[src/tdt_pkg.sv]
// Shared types and constants for the table-driven tokenizer.
// Holds the character classifier, the token kinds and the result word layout.
// No dependencies.
package tdt_pkg;

  // Fixed field widths of the result word
  localparam int KIND_W = 4;
  localparam int LINE_W = 24;
  localparam int OFS_W  = 32;
  localparam int CHAR_W = 8;
  localparam int MAX_RES = 3;

  // Character codes
  localparam logic [CHAR_W-1:0] CHAR_TAB    = 8'h09;
  localparam logic [CHAR_W-1:0] CHAR_LF     = 8'h0A;
  localparam logic [CHAR_W-1:0] CHAR_CR     = 8'h0D;
  localparam logic [CHAR_W-1:0] CHAR_SPACE  = 8'h20;
  localparam logic [CHAR_W-1:0] CHAR_QUOTE  = 8'h22;
  localparam logic [CHAR_W-1:0] CHAR_LPAREN = 8'h28;
  localparam logic [CHAR_W-1:0] CHAR_RPAREN = 8'h29;
  localparam logic [CHAR_W-1:0] CHAR_COMMA  = 8'h2C;
  localparam logic [CHAR_W-1:0] CHAR_ZERO   = 8'h30;
  localparam logic [CHAR_W-1:0] CHAR_NINE   = 8'h39;
  localparam logic [CHAR_W-1:0] CHAR_COLON  = 8'h3A;
  localparam logic [CHAR_W-1:0] CHAR_AT     = 8'h40;
  localparam logic [CHAR_W-1:0] CHAR_UC_A   = 8'h41;
  localparam logic [CHAR_W-1:0] CHAR_UC_Z   = 8'h5A;
  localparam logic [CHAR_W-1:0] CHAR_BSLASH = 8'h5C;
  localparam logic [CHAR_W-1:0] CHAR_UNDER  = 8'h5F;
  localparam logic [CHAR_W-1:0] CHAR_LC_A   = 8'h61;
  localparam logic [CHAR_W-1:0] CHAR_LC_Z   = 8'h7A;
  localparam logic [CHAR_W-1:0] CHAR_LBRACE = 8'h7B;
  localparam logic [CHAR_W-1:0] CHAR_RBRACE = 8'h7D;

  typedef enum logic [2:0] {
    MODE_IDLE,
    MODE_NUM,
    MODE_IDENT,
    MODE_COLON,
    MODE_STR,
    MODE_ESC
  } scan_mode_e;

  typedef enum logic [KIND_W-1:0] {
    KIND_AT      = 4'd0,
    KIND_LPAREN  = 4'd1,
    KIND_RPAREN  = 4'd2,
    KIND_LBRACE  = 4'd3,
    KIND_RBRACE  = 4'd4,
    KIND_COMMA   = 4'd5,
    KIND_COLON   = 4'd6,
    KIND_DCOLON  = 4'd7,
    KIND_STRING  = 4'd8,
    KIND_NUMBER  = 4'd9,
    KIND_IDENT   = 4'd10,
    KIND_UNKNOWN = 4'd11,
    KIND_EOF     = 4'd12
  } token_kind_e;

  typedef enum logic [2:0] {
    CLS_SPACE,
    CLS_NEWLINE,
    CLS_DIGIT,
    CLS_ALPHA,
    CLS_PUNCT,
    CLS_COLON,
    CLS_QUOTE,
    CLS_OTHER
  } char_class_e;

  // One token record
  typedef struct packed {
    token_kind_e        kind;
    logic [LINE_W-1:0]  line;
    logic [OFS_W-1:0]   start;
    logic [OFS_W-1:0]   len;
    logic [CHAR_W-1:0]  lead;
  } tok_t;

  // All tokens caused by one input byte; cnt is 0 to MAX_RES
  typedef struct packed {
    tok_t [MAX_RES-1:0] slot;
    logic [1:0]         cnt;
  } grp_t;

  // Character class table
  function automatic char_class_e classify(input logic [CHAR_W-1:0] c);
    unique case (c) inside
      CHAR_SPACE, CHAR_TAB, CHAR_CR:                  return CLS_SPACE;
      CHAR_LF:                                        return CLS_NEWLINE;
      [CHAR_ZERO:CHAR_NINE]:                          return CLS_DIGIT;
      [CHAR_UC_A:CHAR_UC_Z], [CHAR_LC_A:CHAR_LC_Z],
      CHAR_UNDER:                                     return CLS_ALPHA;
      CHAR_AT, CHAR_LPAREN, CHAR_RPAREN,
      CHAR_LBRACE, CHAR_RBRACE, CHAR_COMMA:           return CLS_PUNCT;
      CHAR_COLON:                                     return CLS_COLON;
      CHAR_QUOTE:                                     return CLS_QUOTE;
      default:                                        return CLS_OTHER;
    endcase
  endfunction

  // Kind of a token made of one character; anything unlisted is unknown
  function automatic token_kind_e single_kind(input logic [CHAR_W-1:0] c);
    unique case (c)
      CHAR_AT:     return KIND_AT;
      CHAR_LPAREN: return KIND_LPAREN;
      CHAR_RPAREN: return KIND_RPAREN;
      CHAR_LBRACE: return KIND_LBRACE;
      CHAR_RBRACE: return KIND_RBRACE;
      CHAR_COMMA:  return KIND_COMMA;
      default:     return KIND_UNKNOWN;
    endcase
  endfunction

endpackage

[src/tdt_scan.sv]
// Input register and scanner: classifies the registered byte, updates the
// scan state and builds the group of tokens for that byte.
// Depends on tdt_pkg.
module tdt_scan import tdt_pkg::*; #(
  parameter int OFFSET_BITS = 32,
  parameter int LINE_BITS   = 24
) (
  input  logic              clk_i,
  input  logic              rst_ni,
  input  logic              in_valid_i,
  output logic              in_stall_o,
  input  logic [CHAR_W-1:0] data_byte_i,
  input  logic              last_byte_i,
  input  logic              full_i,
  output logic              push_o,
  output grp_t              grp_o
);

  // Input register
  logic              vld_q;
  logic [CHAR_W-1:0] c_q;
  logic              last_q;

  // Scan state
  scan_mode_e             mode_q, mode_d;
  logic [LINE_BITS-1:0]   line_q, line_d;
  logic [OFFSET_BITS-1:0] pos_q, pos_d;
  logic [OFFSET_BITS-1:0] begin_q, begin_d;
  logic [CHAR_W-1:0]      first_q, first_d;
  logic [LINE_BITS-1:0]   lastln_q, lastln_d;

  // Values after the byte itself, before the end-of-text flush
  scan_mode_e             mode_mid;
  logic [OFFSET_BITS-1:0] begin_mid;
  logic [CHAR_W-1:0]      first_mid;
  logic [LINE_BITS-1:0]   line_mid;
  logic                   line_inc;
  logic                   do_idle;

  // Flushed token (a) and single-character token (b)
  logic                   a_vld, b_vld;
  token_kind_e            a_kind;
  logic [OFFSET_BITS-1:0] a_len;
  logic [CHAR_W-1:0]      a_lead;

  // End-of-text flush (c) and end of file (d)
  logic                   c_vld;
  token_kind_e            c_kind;
  logic [OFFSET_BITS-1:0] c_len;
  logic [CHAR_W-1:0]      c_lead;
  logic [LINE_BITS-1:0]   d_line;

  char_class_e            cls;
  logic                   is_word;
  logic [OFFSET_BITS-1:0] next_pos;
  tok_t [3:0]             toks;
  logic [3:0]             tvld;
  logic [1:0]             n;
  grp_t                   grp;
  logic                   fire;

  assign cls      = classify(c_q);
  assign is_word  = (cls == CLS_DIGIT) || (cls == CLS_ALPHA);
  assign next_pos = pos_q + OFFSET_BITS'(1);

  // Byte step: close or extend the open token, then handle a byte it did not take from idle
  always_comb begin
    mode_mid  = mode_q;
    begin_mid = begin_q;
    first_mid = first_q;
    line_inc  = 1'b0;
    do_idle   = 1'b0;
    a_vld     = 1'b0;
    a_kind    = KIND_NUMBER;
    a_len     = pos_q - begin_q;
    a_lead    = first_q;
    b_vld     = 1'b0;
    unique case (mode_q)
      MODE_NUM: begin
        if (cls != CLS_DIGIT) begin
          a_vld   = 1'b1;
          do_idle = 1'b1;
        end
      end
      MODE_IDENT: begin
        if (!is_word) begin
          a_vld   = 1'b1;
          a_kind  = KIND_IDENT;
          do_idle = 1'b1;
        end
      end
      MODE_COLON: begin
        a_vld  = 1'b1;
        a_lead = CHAR_COLON;
        if (c_q == CHAR_COLON) begin
          a_kind   = KIND_DCOLON;
          a_len    = OFFSET_BITS'(2);
          mode_mid = MODE_IDLE;
        end else begin
          a_kind  = KIND_COLON;
          a_len   = OFFSET_BITS'(1);
          do_idle = 1'b1;
        end
      end
      MODE_STR: begin
        if (c_q == CHAR_QUOTE) begin
          a_vld    = 1'b1;
          a_kind   = KIND_STRING;
          a_lead   = (a_len != '0) ? first_q : '0;
          mode_mid = MODE_IDLE;
        end else begin
          if (pos_q == begin_q) first_mid = c_q;
          if (c_q == CHAR_BSLASH) begin
            mode_mid = MODE_ESC;
          end else if (c_q == CHAR_LF) begin
            line_inc = 1'b1;
          end
        end
      end
      MODE_ESC: mode_mid = MODE_STR;
      default:  do_idle = 1'b1;
    endcase
    // Byte seen with no token open
    if (do_idle) begin
      mode_mid = MODE_IDLE;
      case (cls)
        CLS_SPACE:   ;
        CLS_NEWLINE: line_inc = 1'b1;
        CLS_COLON: begin
          mode_mid  = MODE_COLON;
          begin_mid = pos_q;
          first_mid = c_q;
        end
        CLS_QUOTE: begin
          mode_mid  = MODE_STR;
          begin_mid = next_pos;
          first_mid = '0;
        end
        CLS_DIGIT: begin
          mode_mid  = MODE_NUM;
          begin_mid = pos_q;
          first_mid = c_q;
        end
        CLS_ALPHA: begin
          mode_mid  = MODE_IDENT;
          begin_mid = pos_q;
          first_mid = c_q;
        end
        default: b_vld = 1'b1;
      endcase
    end
    line_mid = (line_inc && (line_q != '1)) ? line_q + LINE_BITS'(1) : line_q;
  end

  // Result group: flushed, single, end flush and end of file, packed in order
  always_comb begin
    c_len  = next_pos - begin_mid;
    c_vld  = last_q;
    c_kind = KIND_STRING;
    c_lead = first_mid;
    unique case (mode_mid)
      MODE_NUM:   c_kind = KIND_NUMBER;
      MODE_IDENT: c_kind = KIND_IDENT;
      MODE_COLON: begin
        c_kind = KIND_COLON;
        c_len  = OFFSET_BITS'(1);
        c_lead = CHAR_COLON;
      end
      MODE_STR, MODE_ESC: c_lead = (c_len != '0) ? first_mid : '0;
      default: c_vld = 1'b0;
    endcase

    if (c_vld) begin
      d_line = line_mid;
    end else if (a_vld || b_vld) begin
      d_line = line_q;
    end else begin
      d_line = lastln_q;
    end

    toks[0] = '{kind: a_kind, line: LINE_W'(line_q), start: OFS_W'(begin_q),
                len: OFS_W'(a_len), lead: a_lead};
    toks[1] = '{kind: single_kind(c_q), line: LINE_W'(line_q), start: OFS_W'(pos_q),
                len: OFS_W'(1), lead: c_q};
    toks[2] = '{kind: c_kind, line: LINE_W'(line_mid), start: OFS_W'(begin_mid),
                len: OFS_W'(c_len), lead: c_lead};
    toks[3] = '{kind: KIND_EOF, line: LINE_W'(d_line), start: OFS_W'(next_pos),
                len: '0, lead: '0};
    tvld    = {last_q, c_vld, b_vld, a_vld};

    grp = '0;
    n   = '0;
    for (int i = 0; i < 4; i++) begin
      if (tvld[i] && (n != 2'd3)) begin
        grp.slot[n] = toks[i];
        n           = n + 2'd1;
      end
    end
    grp.cnt = n;
  end

  // The byte moves on when its group fits in the queue (or it makes none)
  assign fire       = vld_q && ((n == '0) || !full_i);
  assign push_o     = fire && (n != '0);
  assign grp_o      = grp;
  assign in_stall_o = vld_q && !fire;

  // Next scan state; the last byte returns to the reset state
  always_comb begin
    if (last_q) begin
      mode_d   = MODE_IDLE;
      line_d   = LINE_BITS'(1);
      pos_d    = '0;
      begin_d  = '0;
      first_d  = '0;
      lastln_d = LINE_BITS'(1);
    end else begin
      mode_d   = mode_mid;
      line_d   = line_mid;
      pos_d    = next_pos;
      begin_d  = begin_mid;
      first_d  = first_mid;
      lastln_d = (a_vld || b_vld) ? line_q : lastln_q;
    end
  end

  // Input register
  always_ff @(posedge clk_i or negedge rst_ni) begin
    if (!rst_ni) begin
      vld_q <= 1'b0;
    end else if (in_valid_i && !in_stall_o) begin
      vld_q <= 1'b1;
    end else if (fire) begin
      vld_q <= 1'b0;
    end
  end

  always_ff @(posedge clk_i) begin
    if (in_valid_i && !in_stall_o) begin
      c_q    <= data_byte_i;
      last_q <= last_byte_i;
    end
  end

  // Scan state registers
  always_ff @(posedge clk_i or negedge rst_ni) begin
    if (!rst_ni) begin
      mode_q   <= MODE_IDLE;
      line_q   <= LINE_BITS'(1);
      pos_q    <= '0;
      begin_q  <= '0;
      first_q  <= '0;
      lastln_q <= LINE_BITS'(1);
    end else if (fire) begin
      mode_q   <= mode_d;
      line_q   <= line_d;
      pos_q    <= pos_d;
      begin_q  <= begin_d;
      first_q  <= first_d;
      lastln_q <= lastln_d;
    end
  end

endmodule

[src/tdt_outq.sv]
// Result queue: holds two token groups and hands out their tokens one word
// at a time, marking the final token of each group.
// Depends on tdt_pkg.
module tdt_outq import tdt_pkg::*; (
  input  logic clk_i,
  input  logic rst_ni,
  input  logic push_i,
  input  grp_t grp_i,
  output logic full_o,
  output logic out_valid_o,
  input  logic out_stall_i,
  output tok_t tok_o,
  output logic last_of_run_o
);

  grp_t       mem_q [2];
  logic       wr_q, rd_q;
  logic [1:0] cnt_q, cnt_d;
  logic [1:0] sub_q;
  grp_t       head;
  logic       pop, grp_done;

  assign head          = mem_q[rd_q];
  assign tok_o         = head.slot[sub_q];
  assign last_of_run_o = (sub_q == head.cnt - 2'd1);
  assign out_valid_o   = (cnt_q != '0);
  assign full_o        = (cnt_q == 2'd2);
  assign pop           = out_valid_o && !out_stall_i;
  assign grp_done      = pop && last_of_run_o;

  // Group count
  always_comb begin
    case ({push_i, grp_done})
      2'b10:   cnt_d = cnt_q + 2'd1;
      2'b01:   cnt_d = cnt_q - 2'd1;
      default: cnt_d = cnt_q;
    endcase
  end

  // Group storage
  always_ff @(posedge clk_i) begin
    if (push_i) mem_q[wr_q] <= grp_i;
  end

  // Pointers and the token index within the head group
  always_ff @(posedge clk_i or negedge rst_ni) begin
    if (!rst_ni) begin
      wr_q  <= 1'b0;
      rd_q  <= 1'b0;
      cnt_q <= '0;
      sub_q <= '0;
    end else begin
      cnt_q <= cnt_d;
      if (push_i) wr_q <= ~wr_q;
      if (grp_done) begin
        rd_q  <= ~rd_q;
        sub_q <= '0;
      end else if (pop) begin
        sub_q <= sub_q + 2'd1;
      end
    end
  end

endmodule

[src/table_driven_tokenizer_core.sv]
// Tokenizer for a byte stream: one source byte per input word, token records
// out. Each byte is taken into an input register and scanned in the following
// cycle, so a new byte can be accepted every cycle unless the input stalls;
// the byte passes the input register and its tokens the queue storage before
// they reach the output. One byte can cause up to three tokens (a closed
// token, a one-character token or the flushed open token, end of file); they
// leave one per output word, so a byte that makes k tokens takes k output
// words. Tokens wait in a two-group queue, and the input stalls only when
// that queue is full and the scanned byte produces tokens. The byte flagged
// last closes the text: any open token is flushed, an end-of-file token
// follows, and the scanner is back in its reset state for the next text. No start-up pass after reset.
module table_driven_tokenizer_core import tdt_pkg::*; #(
  parameter int OFFSET_BITS = 32,
  parameter int LINE_BITS   = 24
) (
  input  logic              clk_i,
  input  logic              rst_ni,
  input  logic              in_valid_i,
  output logic              in_stall_o,
  input  logic [CHAR_W-1:0] data_byte_i,
  input  logic              last_byte_i,
  output logic              out_valid_o,
  input  logic              out_stall_i,
  output logic [KIND_W-1:0] token_kind_o,
  output logic [LINE_W-1:0] token_line_o,
  output logic [OFS_W-1:0]  value_start_o,
  output logic [OFS_W-1:0]  value_length_o,
  output logic [CHAR_W-1:0] lead_char_o,
  output logic              last_of_run_o
);

  logic push, full;
  grp_t grp;
  tok_t tok;

  // Scanner
  tdt_scan #(
    .OFFSET_BITS(OFFSET_BITS),
    .LINE_BITS  (LINE_BITS)
  ) u_scan (
    .clk_i      (clk_i),
    .rst_ni     (rst_ni),
    .in_valid_i (in_valid_i),
    .in_stall_o (in_stall_o),
    .data_byte_i(data_byte_i),
    .last_byte_i(last_byte_i),
    .full_i     (full),
    .push_o     (push),
    .grp_o      (grp)
  );

  // Result queue
  tdt_outq u_outq (
    .clk_i        (clk_i),
    .rst_ni       (rst_ni),
    .push_i       (push),
    .grp_i        (grp),
    .full_o       (full),
    .out_valid_o  (out_valid_o),
    .out_stall_i  (out_stall_i),
    .tok_o        (tok),
    .last_of_run_o(last_of_run_o)
  );

  assign token_kind_o   = tok.kind;
  assign token_line_o   = tok.line;
  assign value_start_o  = tok.start;
  assign value_length_o = tok.len;
  assign lead_char_o    = tok.lead;

endmodule

[config.mk]
export PLATFORM = sky130hd
export DESIGN_NAME = table_driven_tokenizer_core
export DESIGN_NICKNAME = d
export VERILOG_FILES = /design/src/tdt_pkg.sv /design/src/tdt_scan.sv /design/src/tdt_outq.sv /design/src/table_driven_tokenizer_core.sv
export SDC_FILE = /design/constraint.sdc
export NUM_CORES = 1
export LEC_CHECK = 0
export BUFFER_PORTS_ARGS = -buffer_cell sky130_fd_sc_hd__buf_2
export CORE_MARGIN = 1.5
export CORE_UTILIZATION = 46
export DETAILED_ROUTE_END_ITERATION = 8
export GPL_TIMING_DRIVEN = 0
export PLACE_DENSITY_LB_ADDON = 0.15
export SLEW_MARGIN = 40
export SYNTH_ARGS = -nofsm -noshare
export SYNTH_HDL_FRONTEND = slang
export SYNTH_SLANG_ARGS = --single-unit
[constraint.sdc]
create_clock -name clk_i -period 36.6 [get_ports clk_i]
set_clock_uncertainty 0.15 [all_clocks]
set_input_delay 5.49 -clock clk_i [delete_from_list [all_inputs] [get_ports clk_i]]
set_output_delay 5.49 -clock clk_i [all_outputs]
set_load 0.02 [all_outputs]
==> flow_summary.ini, run 1 <==
[final_layout]
drive_gt1_frac = 0.143
nNetsFinal = 4066
syn2layout_area_growth_pct = 14.4
fill_cells = 7773
final_cells = 5221

[worst_setup_path]
r2r-end = u_outq.mem_q[0][204]$_DFFE_PP_
end_kind = primary output
critical_path.slowest_cell = mux2i_1
crit_path_frequent_cell = inv_1
worstPathArrival_ns = 7.17
startpoint_type = flop
ff2ff_setup_slack_ns = 26.75
reg2regPathDepth = 23
crit_end = in_stall_o
path_max_fanout = 11
worstPathCellList = buf_2 -> nor4b_1 -> nand4b_1 -> nor2_1 -> or2_2 -> clkbuf_1 -> inv_1 -> clkbuf_1 -> buf_2 -> ha_1 -> o21ai_0 -> inv_1 -> ha_1 -> nor2b_1 -> clkbuf_1 -> mux2i_1 -> o21ai_0 -> inv_1 -> nand2_1 -> inv_1 -> buf_2
cp_data_required_time_ns = 30.96
r2r-start = u_scan.c_q[1]$_DFFE_PP_
criticalPathCategory = reg2out
critPathLaunch = u_scan.c_q[4]$_DFFE_PP_
critical_path.max_stage_delay_ns = 0.55

[die]
dieArea_sq_um = 90900
rows = 109
initial_core_util = 0.464
die_h_microns = 301
core-area_sq_um = 88400
die_w_microns = 301
io_pins = 116

[timing]
fin_ws_ns = 23.79
setup_viol = 0
clock.fmax_mhz = 78.1
holdWs_ns = 0.342
worstMarginPinSlew_ns = 1.02
fin_crit_sh = 0.350
hold_viol = 0
post-route-min-period_ns = 12.81
finalSetupTns_ns = 0
max-slew-margin-rel = 0.317
drv_slew = 0
rsz0062_at_grt = no

[logic_synthesis]
yosys_register_bits = 743
synth_ff_type = edfxtp_1
avgSynthCellArea_sq_um = 10.9
syn_nets = 3819
syn_inst = 3746
synth-edff-count = 613
yosysSeqAreaShare = 0.529
synth-warning-count = 0
netlist_area_sq_um = 41000
synth.distinct_cells = 115
async_flop_share = 0.175

[cts]
cts_resized = 0
cts_hold_buf = 0
h-tree-depth = 3
cts_sinks = 743
cts_made_buffers = 81
cts_tree = done
clock-root-buffer = clkbuf_16
postCtsSetupBuffers = 0
clockBufferDepth = 3
clock_latency_ns = 0.68
cts.clk_slew.worst_paths_ns = 0.06

[place]
port_buffers = 115
place.gp.congestion = 1.04
dp_slack_ns = 24.64
hpwl_microns = 120000
dp.cells = 5075

[detailed_routing]
ant_nets = 0
dr.pass1.iters = 7
route.detailed.drc = 0
vias_per_cell = 6.51
vias = 34000
avgRoutedWirePerCell_microns = 30.4
routed_wl_microns = 159000
drtIter0Drc = 4104

[grt]
antenna_found_initial = 8
grt_overflow = 0
grt_pass1_vias = 32000
grt_max_degree = 63
grt_pass1_wl_microns = 225000
grt_usage = 0.346

[worst_hold_path]
hp-start = u_outq.cnt_q[1]$_DFFE_PN0P_
whs_path_depth = 1
hold_class = reg2reg

[power_and_ir_drop]
power.density_nw_per_um2 = 114
ir_drop_v = 0.000103
p_leak_nw = 17.0

[job]
max_cap_violations = 0

[run_status]
status = finished, final reports clean
-- registers in the layout, indices dropped and copies added (netlist names), 2 cells and up --
name	cells
u_scan.pos_q	32
u_scan.mode_q	3
u_scan.line_q	24
u_outq.mem_q	604
u_outq.cnt_q	2
u_scan.first_q	8
u_outq.sub_q	2
u_scan.c_q	8
u_scan.lastln_q	24
u_scan.begin_q	32
-- placed cells by master, fill, tap and decap left out, types with 114 or more instances in the layout --
master	synthesis	layout
edfxtp_1	613	613
nand2_1	304	304
nor2_1	283	277
o21ai_0	277	275
a21oi_1	212	209
clkbuf_1	244	205
inv_1	187	187
o22ai_1	150	150
buf_2	14	145
dfrtp_1	128	128
nand3_1	114	114
-- worst min path at each step --
stage,endpoint,slack [ns]
CTS,u_outq.cnt_q[1]$_DFFE_PN0P_,0.34
finish,u_outq.cnt_q[1]$_DFFE_PN0P_,0.34
global route,u_outq.cnt_q[1]$_DFFE_PN0P_,0.37
floorplan,u_outq.cnt_q[1]$_DFFE_PN0P_,0.30
detailed placement,u_outq.cnt_q[1]$_DFFE_PN0P_,0.33
global placement,u_outq.cnt_q[1]$_DFFE_PN0P_,0.32
-- report_power, final --
| part | switching [mW] | total (mW) | internal, mW |
|---|---|---|---|
| Sequential | 0.0983 | 1.60 | 1.51 |
| Combinational | 2.04 | 2.93 | 0.898 |
| Clock | 0.345 | 0.816 | 0.472 |
| Total | 2.48 | 5.36 | 2.88 |
-- cell type report --
type | instances | area [sq um] | share of cell area
Clock buffer | 112 | 2240 | 0.0479
Buffer | 292 | 1260 | 0.0269
Clock inverter | 33 | 355 | 0.00758
Sequential cell | 743 | 21700 | 0.462
Multi-Input combinational cell | 2523 | 17500 | 0.374
Timing Repair Buffer | 164 | 1630 | 0.0347
Antenna cell | 1 | 2.50 | 0.0000534
Tap cell | 1165 | 1460 | 0.0311
Inverter | 188 | 706 | 0.0151
-- worst max-delay path: cells and delay by family (launching register included) --
kind | cells | cell delay, ns
muxes | 1 | 0.55
adders and majority gates | 2 | 0.59
and+or+nand+nor | 6 | 1.84
DFF | 1 | 0.42
AOI/OAI and AO/OA | 2 | 0.73
buffers and inverters | 10 | 2.35
-- per-stage QoR --
stage                     utilization  total power [mW]  area [sq um]
after CTS                       0.530              5.30         46800
final                           0.530              5.36         46900
after detailed placement        0.500              4.48         44200
after global placement          0.487              4.65         43000
after floorplan                     -              3.44         41000
after global routing            0.530              5.55         46900
-- synth_stat cells (15+ instances only) --
cell,instances,area share
clkbuf_1,244,0.022
o211ai_1,42,0.0077
nand3_1,114,0.014
mux2i_1,108,0.026
nand2b_1,19,0.0029
inv_1,187,0.017
edfxtp_1,613,0.45
nor3_1,58,0.0071
nand2_1,304,0.028
a21oi_1,212,0.026
dfrtp_1,128,0.078
o21ai_0,277,0.034
and2_1,24,0.0037
nor2_1,283,0.026
or3_1,57,0.0087
and3_1,35,0.0053
nor2b_1,43,0.0066
a211oi_1,44,0.0081
nand4_1,28,0.0043
o21a_1,15,0.0027
xor2_1,42,0.0090
mux4_2,100,0.055
xnor2_1,60,0.013
nor4_1,18,0.0027
a22oi_1,60,0.011
a21o_1,26,0.0048
buf_1,25,0.0023
o22ai_1,150,0.023
a31oi_1,29,0.0044
a221oi_1,16,0.0034
ha_1,59,0.018
o31ai_1,49,0.0090
-- layer usage --
metal	wire (microns)	track usage
met1	66000	0.490
met2	66500	0.492
met3	18300	0.0937
met4	7890	0.161
met5	225	0.0138
-- kinds of logic (layout without fill, tap and decap cells) --
group                      after synthesis  in the layout  synth area share
other                                    0              1                 0
muxes                                  218            218            0.0841
xor gates and xnor gates               104            104            0.0226
and+or+nand+nor                       1052           1052             0.124
DFF                                    743            743             0.529
AOI/OAI and AO/OA                     1084           1084             0.176
buffers and inverters                  480            789            0.0456
adders and majority gates               65             65            0.0198
No activity file was read; power rests on OpenSTA's default activity.
==> run 2: changes to the inputs <==
ABC_AREA = 1   (was not set)
clock period = 11.1 ns   (was 36.6 ns; I/O delays follow)
==> run 2 against run 1 <==
  * Sequential cell count stayed put
  * First-iteration DRC count is 22% higher
  * Worst setup slack worse by 22 ns
  * Synthesized cell count is 24% higher
  * Die area hardly changed
  * Critical path depth is 16 higher
  * Critical path type is now reg2reg
  * Largest cell class unchanged
==> flow_summary.ini, run 2 <==
[run_status]
status = finished, final reports clean

[cts]
cts_resized = 0
clockBufferDepth = 3
cts_sinks = 743
cts_tree = done
clock-root-buffer = clkbuf_16
cts_hold_buf = 0
clock_latency_ns = 0.68
cts_made_buffers = 82
postCtsSetupBuffers = 0
cts.clk_slew.worst_paths_ns = 0.06
h-tree-depth = 3

[power_and_ir_drop]
p_leak_nw = 19.1
clockPowerShare = 0.164
switching_share = 0.471
power.density_nw_per_um2 = 356
power_mw = 16.7
combPwrFrac = 0.530
ir_drop_v = 0.000213
p_sw_mw = 7.86
intPower_mw = 8.84
power_frac_seq = 0.306

[grt]
grt_pass1_wl_microns = 228000
grt_pass1_vias = 34500
grt_overflow = 0
grtUsageMet2 = 0.523
grt_max_degree = 61
antenna_found_initial = 4
top_usage_layer = met2
grt.met3_usage = 0.0589
grt_usage = 0.342
grt_util_met1 = 0.476

[worst_setup_path]
crit_path_frequent_cell = nand2_1
end_kind = flop
path_max_fanout = 18
critical_path.max_stage_delay_ns = 0.81
r2r-start = u_scan.c_q[3]$_DFFE_PP_
cpLargestDelayFamily = buffers and inverters
cp.buffers_inverters = 17
critical_path.slowest_cell = clkbuf_1
critPathLaunch = u_scan.c_q[3]$_DFFE_PP_
startpoint_type = flop
worstPathArrival_ns = 9.73
cp_data_required_time_ns = 11.32
criticalPathCategory = reg2reg

[logic_synthesis]
synth-edff-count = 613
netlist_area_sq_um = 41000
synth_xor_area_frac = 0.0158
synthMuxAreaShare = 0.000733
syn_inst = 4631
yosys_register_bits = 743
synthAdderAreaFrac = 0.0185
synthTopCellsByCount = nand2_1 (803), nor2_1 (652), edfxtp_1 (613)
synth-warning-count = 0
avgSynthCellArea_sq_um = 8.85
synthSimpleGateAreaFrac = 0.177
synth_top_area_frac = 0.449
yosysMostFrequentCell = nand2_1
synth_compound_area_frac = 0.187
synth.distinct_cells = 69
synthTopCellsByArea = edfxtp_1 (45%), dfrtp_1 (7.8%), nand2_1 (7.4%)
syn_nets = 4704
synth_top_family_by_area = compound AO/OA/AOI/OAI gates
synth_largest_area_cell = edfxtp_1
synth_ff_type = edfxtp_1
yosysSeqAreaShare = 0.529
async_flop_share = 0.175

[final_layout]
fin_area_sq_um = 47000
nNetsFinal = 4956
largest_register_ffs = 604
final_util = 0.532
largest_register = u_outq.mem_q
fill_cells = 8209
layout_common_cells = nand2_1 (803), nor2_1 (649), edfxtp_1 (613)
layout_commonest_cell = nand2_1
reg_top3 = u_outq.mem_q (604), u_scan.begin_q (32), u_scan.pos_q (32)
drive_gt1_frac = 0.102
final_cells = 6120
syn2layout_area_growth_pct = 14.6

[detailed_routing]
ant_nets = 0
vias = 36900
route.detailed.drc = 0
dr.pass1.iters = 6
vias_per_cell = 6.03
routed_wl_microns = 157000
drtIter0Drc = 5009
avgRoutedWirePerCell_microns = 25.7

[timing]
worstMarginPinSlew_ns = 1.00
setup_viol = 0
hold_viol = 0
rsz0062_at_grt = no
holdWs_ns = 0.365
clock.fmax_mhz = 105
drv_slew = 0
fin_crit_sh = 0.857
post-route-min-period_ns = 9.51
max-slew-margin-rel = 0.331

[place]
place.gp.congestion = 1.06
hpwl_microns = 119000
dp.cells = 5963
placed_cell_area_sq_um = 44300
port_buffers = 115

[die]
dieArea_sq_um = 90800
rows = 109
initial_core_util = 0.464
die_h_microns = 301
die_w_microns = 301
io_pins = 116
core-area_sq_um = 88200

[worst_hold_path]
hold_class = reg2reg
hp-start = u_scan.lastln_q[0]$_DFFE_PN1P_

[job]
max_cap_violations = 0
## run 2: power groups by stage
stage / clock network [mW] / logic, mW / registers (mW)
after detailed placement: 0 / 8.65 / 5.14
after floorplan: 0 / 4.98 / 5.42
after CTS: 2.76 / 8.69 / 5.09
after global routing: 2.86 / 9.45 / 5.21
after global placement: 0 / 7.75 / 5.22
final: 2.75 / 8.85 / 5.10
## run 2: tightest hold or removal path, delay by kind of cell (launching register included)
family / cells / cell delay [ns]
DFF: 1 / 0.37
and+or+nand+nor: 1 / 0.10
AOI/OAI and AO/OA: 1 / 0.05
## run 2: kinds of logic after synthesis
family | after synthesis
AND/OR/NAND/NOR | 1760
AO/OA/AOI/OAI | 1239
buffers and inverters | 753
flip-flops | 743
XOR/XNOR | 73
adder cells (fa/ha/maj) | 60
multiplexers | 3
## run 2: final timing paths
kind / end / slack, ns / cells after the start
max in group asynchronous: u_scan.line_q[9]$_DFFE_PN0P_ / 9.19 / 3
min in group asynchronous: u_scan.pos_q[10]$_DFFE_PN0P_ / 0.65 / 1
max: u_outq.mem_q[0][252]$_DFFE_PP_ / 1.59 / 37
min reg2reg: u_scan.lastln_q[0]$_DFFE_PN1P_ / 0.37 / 2
min: u_scan.lastln_q[0]$_DFFE_PN1P_ / 0.37 / 2
max reg2reg: u_outq.mem_q[0][252]$_DFFE_PP_ / 1.59 / 37
## run 2: cell type report
| class | count | area [sq um] | share of cell area |
|---|---|---|---|
| flip-flops and latches | 743 | 21700 | 0.461 |
| well taps | 1165 | 1460 | 0.0310 |
| inverters | 495 | 1860 | 0.0396 |
| plain buffers | 258 | 1110 | 0.0236 |
| clock buffers | 106 | 2200 | 0.0469 |
| repair buffers | 168 | 1780 | 0.0378 |
| clock inverters | 44 | 463 | 0.00986 |
| multi-input cells | 3135 | 16400 | 0.349 |
| diodes | 6 | 15.0 | 0.000320 |
## run 2: layer usage
| layer | vias up | part of all wire |
|---|---|---|
| met2 | 1902 | 0.44 |
| li1 | 16700 | - |
| met4 | 2 | 0.048 |
| met5 | - | 0.00011 |
| met3 | 383 | 0.092 |
| met1 | 17900 | 0.42 |
## run 2: per-stage QoR
step	setup slack, ns	setup TNS (ns)
after floorplan	-1.83	-1107.53
after global placement	-9.00	-5385.69
after detailed placement	1.88	0
after CTS	1.83	0
after global routing	1.37	0
final	1.59	0
